<file path="src/bps_table.sv">
// ============================================================================
// bps_table
// Step table memory: one write port, one read port, registered read data.
// ============================================================================
module bps_table #(
    parameter int DEPTH = 64,
    parameter int AW    = 6,
    parameter int DW    = 72
) (
    input  logic          clk,
    input  logic          wr_en,
    input  logic [AW-1:0] wr_addr,
    input  logic [DW-1:0] wr_data,
    input  logic [AW-1:0] rd_addr,
    output logic [DW-1:0] rd_data
);

    logic [DW-1:0] mem [DEPTH];
    logic [DW-1:0] rd_data_reg;

    always_ff @(posedge clk)
    begin
        if (wr_en)
        begin
            mem[wr_addr] <= wr_data;
        end
        rd_data_reg <= mem[rd_addr];
    end

    assign rd_data = rd_data_reg;

endmodule

</file>
<file path="config.mk">
export PLATFORM = sky130hd
export DESIGN_NAME = bps_table
export DESIGN_NICKNAME = d
export VERILOG_FILES = /design/src/bps_table.sv
export SDC_FILE = /design/constraint.sdc
export NUM_CORES = 2
export LEC_CHECK = 0
export ABC_CLOCK_PERIOD_IN_PS = 17100
export BUFFER_PORTS_ARGS = -buffer_cell sky130_fd_sc_hd__clkbuf_2
export CAP_MARGIN = 20
export CORE_UTILIZATION = 35
export DETAILED_ROUTE_END_ITERATION = 12
export GPL_ROUTABILITY_DRIVEN = 0
export GPL_TIMING_DRIVEN = 1
export HOLD_SLACK_MARGIN = 0.1
export PLACE_DENSITY = 0.59
export SLEW_MARGIN = 10
export SYNTH_ARGS = -nofsm -noshare
export SYNTH_HDL_FRONTEND = slang
export SYNTH_MEMORY_MAX_BITS = 65536
export SYNTH_SLANG_ARGS = --single-unit
</file>
<file path="constraint.sdc">
create_clock -name clk -period 17.1 [get_ports clk]
set_clock_uncertainty 0.15 [all_clocks]
set_input_delay 2.565 -clock clk [delete_from_list [all_inputs] [get_ports clk]]
set_output_delay 2.565 -clock clk [all_outputs]
set_load 0.05 [all_outputs]
</file>
==> flow_metrics.tcl <==
set metrics [dict create \
    status "finished, final reports clean" \
    cellLeakagePower_nw 62.1 \
    synth_top_family_by_area "multiplexers" \
    start_util 0.352 \
    nFillCells 43029 \
    path_clk_slew_ns 0.06 \
    finalHoldViolations 0 \
    vdd_ir_drop_max_v 0.0000913 \
    relSlewSlack 0.143 \
    cts_max_level 5 \
    max_cap_violations 0 \
    synth_ff_type "edfxtp_1" \
    holdPathStages 4 \
    synth_fp_nets 7391 \
    p_clk_frac 0.422 \
    worstMarginPinSlew_ns 1.28 \
    drt_iter0_drc 13804 \
    post-route-period-util 0.373 \
    nets 7914 \
    synth-simple-area-share 0.00882 \
    synthTopCellsByCount "edfxtp_1 (4608), mux4_2 (1152), a22oi_1 (288)" \
    syn_area_um2 175000 \
    cts-resized-gates 0 \
    synth_cell_types 27 \
    path_cells "buf_12 -> buf_4 -> buf_12 -> buf_4 -> mux4_2 -> a22oi_1 -> nand3_1 -> o211a_1" \
    synth_compound_area_frac 0.0274 \
    port_buffers 157 \
    rsz0062_at_grt "no" \
    p_per_area_nw_per_um2 120 \
    synth_cells 7305 \
    synth-seq-area-share 0.798 \
    critPathKind "in -> reg" \
    reg2reg_depth 4 \
    track_usage 0.212 \
    slew_violations 0 \
    yosys.area_share.xor_xnor 0 \
    async_flop_share 0 \
    p_sw_w 0.00530 \
    cp.buffers_inverters 4 \
    antenna_found_initial 69 \
    clock_latency_ns 1.07 \
    die_area_um2 503000 \
    die_w_um 710 \
    yosysMostFrequentCell "edfxtp_1" \
    avgSynthCellArea_um2 24.0 \
    grt_start_max_net_pins 130 \
    setup_viol_count_final 0 \
    power_w 0.0242 \
    end_kind "flop" \
    clock.fmax_mhz 157 \
    hp-class "reg -> reg" \
    cts_buffer_depth 4 \
    synthToLayoutAreaGrowth_pct 15.2 \
    critPathRequiredTime_ns 17.85 \
    grt_pass1_vias 86128 \
    overflow 0 \
    seq_power_share 0.528 \
    clockRootBuffer "clkbuf_16" \
    dieHeight_um 710 \
    synth_top_area_frac 0.790 \
    worstPathArrival_ns 7.13 \
    synth_area_leaders "edfxtp_1 (79%), mux4_2 (15%), a22oi_1 (1.2%), dfxtp_1 (0.82%), mux2i_1 (0.62%)" \
    internal_power_w 0.0189 \
    muxShareOfSynthArea 0.154 \
    p_sw_frac 0.219 \
    pwr-share-comb 0.050 \
    max_stage_delay_ns 0.88 \
    drtAntennaViolNets 0 \
    min_period_ns 6.38 \
    cp_max_fo 106 \
    drc_errors 0 \
    cts_tree "yes" \
    wl_mm 544 \
    ys_warn_count 0 \
    cts_sinks 4680 \
    dpl.hpwl_mm 277 \
    startpoint_type "input port" \
    cp.depth 8 \
    rows 259 \
    routed_via_density 5.85 \
    ctsHoldBuffers 0 \
    yosys.area.top_type "edfxtp_1" \
    drive_gt1_frac 0.288 \
    cts_setup_buffers 0 \
    synthAdderAreaFrac 0 \
    ys_ff_latch 4680 \
    grt_pass1_wl_mm 733 \
    num_vias 87339 \
    critPathTopFamily "buffers and inverters" \
    io_pins 158 \
    synth_edf_count 4608 \
    largest_register_ffs 4608 \
    wire_per_inst_um 36.5 \
    tns_ns 0 \
    numCtsBuffers 469 \
    first_pass_iters 5 \
    slowest_stage "buf_4" \
    core_area_um2 498000 \
]
[area by class of cell]
cell class                 instances  area (µm²)  share of cell area
clock buffer                     618       12600              0.0625
timing repair buffer             470        4520              0.0224
sequential                      4680      140000               0.693
clock inverter                   255        2540              0.0126
multi-input combinational       2207       34000               0.168
antenna                           32        80.1            0.000397
tap                             6655        8330              0.0413
[layout by cell type (no fill, tap or decap), types with 90 or more instances in the layout]
cell type / instances
clkinv_1: 90
nand3_1: 127
a22oi_1: 288
mux2i_1: 108
edfxtp_1: 4608
clkbuf_1: 118
buf_4: 219
o22ai_1: 144
mux4_2: 1152
clkbuf_2: 149
clkbuf_16: 470
[worst reg2reg max path: stages, from the launching register on]
cell and delay [ns]:
edfxtp_1 0.37, mux4_2 0.48, mux2i_1 0.23, o22ai_1 0.17
o211a_1 0.50
[per-stage QoR]
step	setup WS [ns]	utilization	hold WS [ns]	cell area [µm²]	instances
CTS	10.48	0.402	0.684	200000	14815
global placement	9.43	0.371	0.668	185000	13930
floorplan	8.39	-	0.630	175000	7305
finish	10.72	0.405	0.691	202000	14917
global route	10.36	0.405	0.722	202000	14893
detailed placement	9.41	0.372	0.672	185000	13942
[power by group through the flow]
stage	Clock [W]	Combinational, W	Sequential (W)
2_1_floorplan	0	0.000584	0.0131
3_3_place_gp	0	0.00115	0.0130
3_5_place_dp	0	0.00117	0.0130
4_1_cts	0.0103	0.00117	0.0128
5_1_grt	0.0107	0.00127	0.0127
6_report	0.0102	0.00121	0.0127
[routing by layer]
layer	global-route usage	wire length (µm)
met1	0.286	207000
met2	0.343	260000
met3	0.0470	58400
met4	0.0636	18100
met5	0	173
[final timing paths]
path | startpoint | slack [ns] | to
setup / recovery | rd_addr[0] | 10.72 | rd_data[45]
hold / removal | mem[12][32] | 0.69 | rd_data[32]
setup reg to reg | mem[63][15] | 14.90 | rd_data[15]
hold reg to reg | mem[12][32] | 0.69 | rd_data[32]
[cells by family (layout without fill, tap and decap cells)]
family                 count (synthesis)  after routing
buffers and inverters                418           1343
multiplexers                        1260           1260
AO/OA/AOI/OAI                        630            630
AND/OR/NAND/NOR                      317            317
flip-flops                          4680           4680
other                                  0             32
No activity file was read; power rests on OpenSTA's default activity.
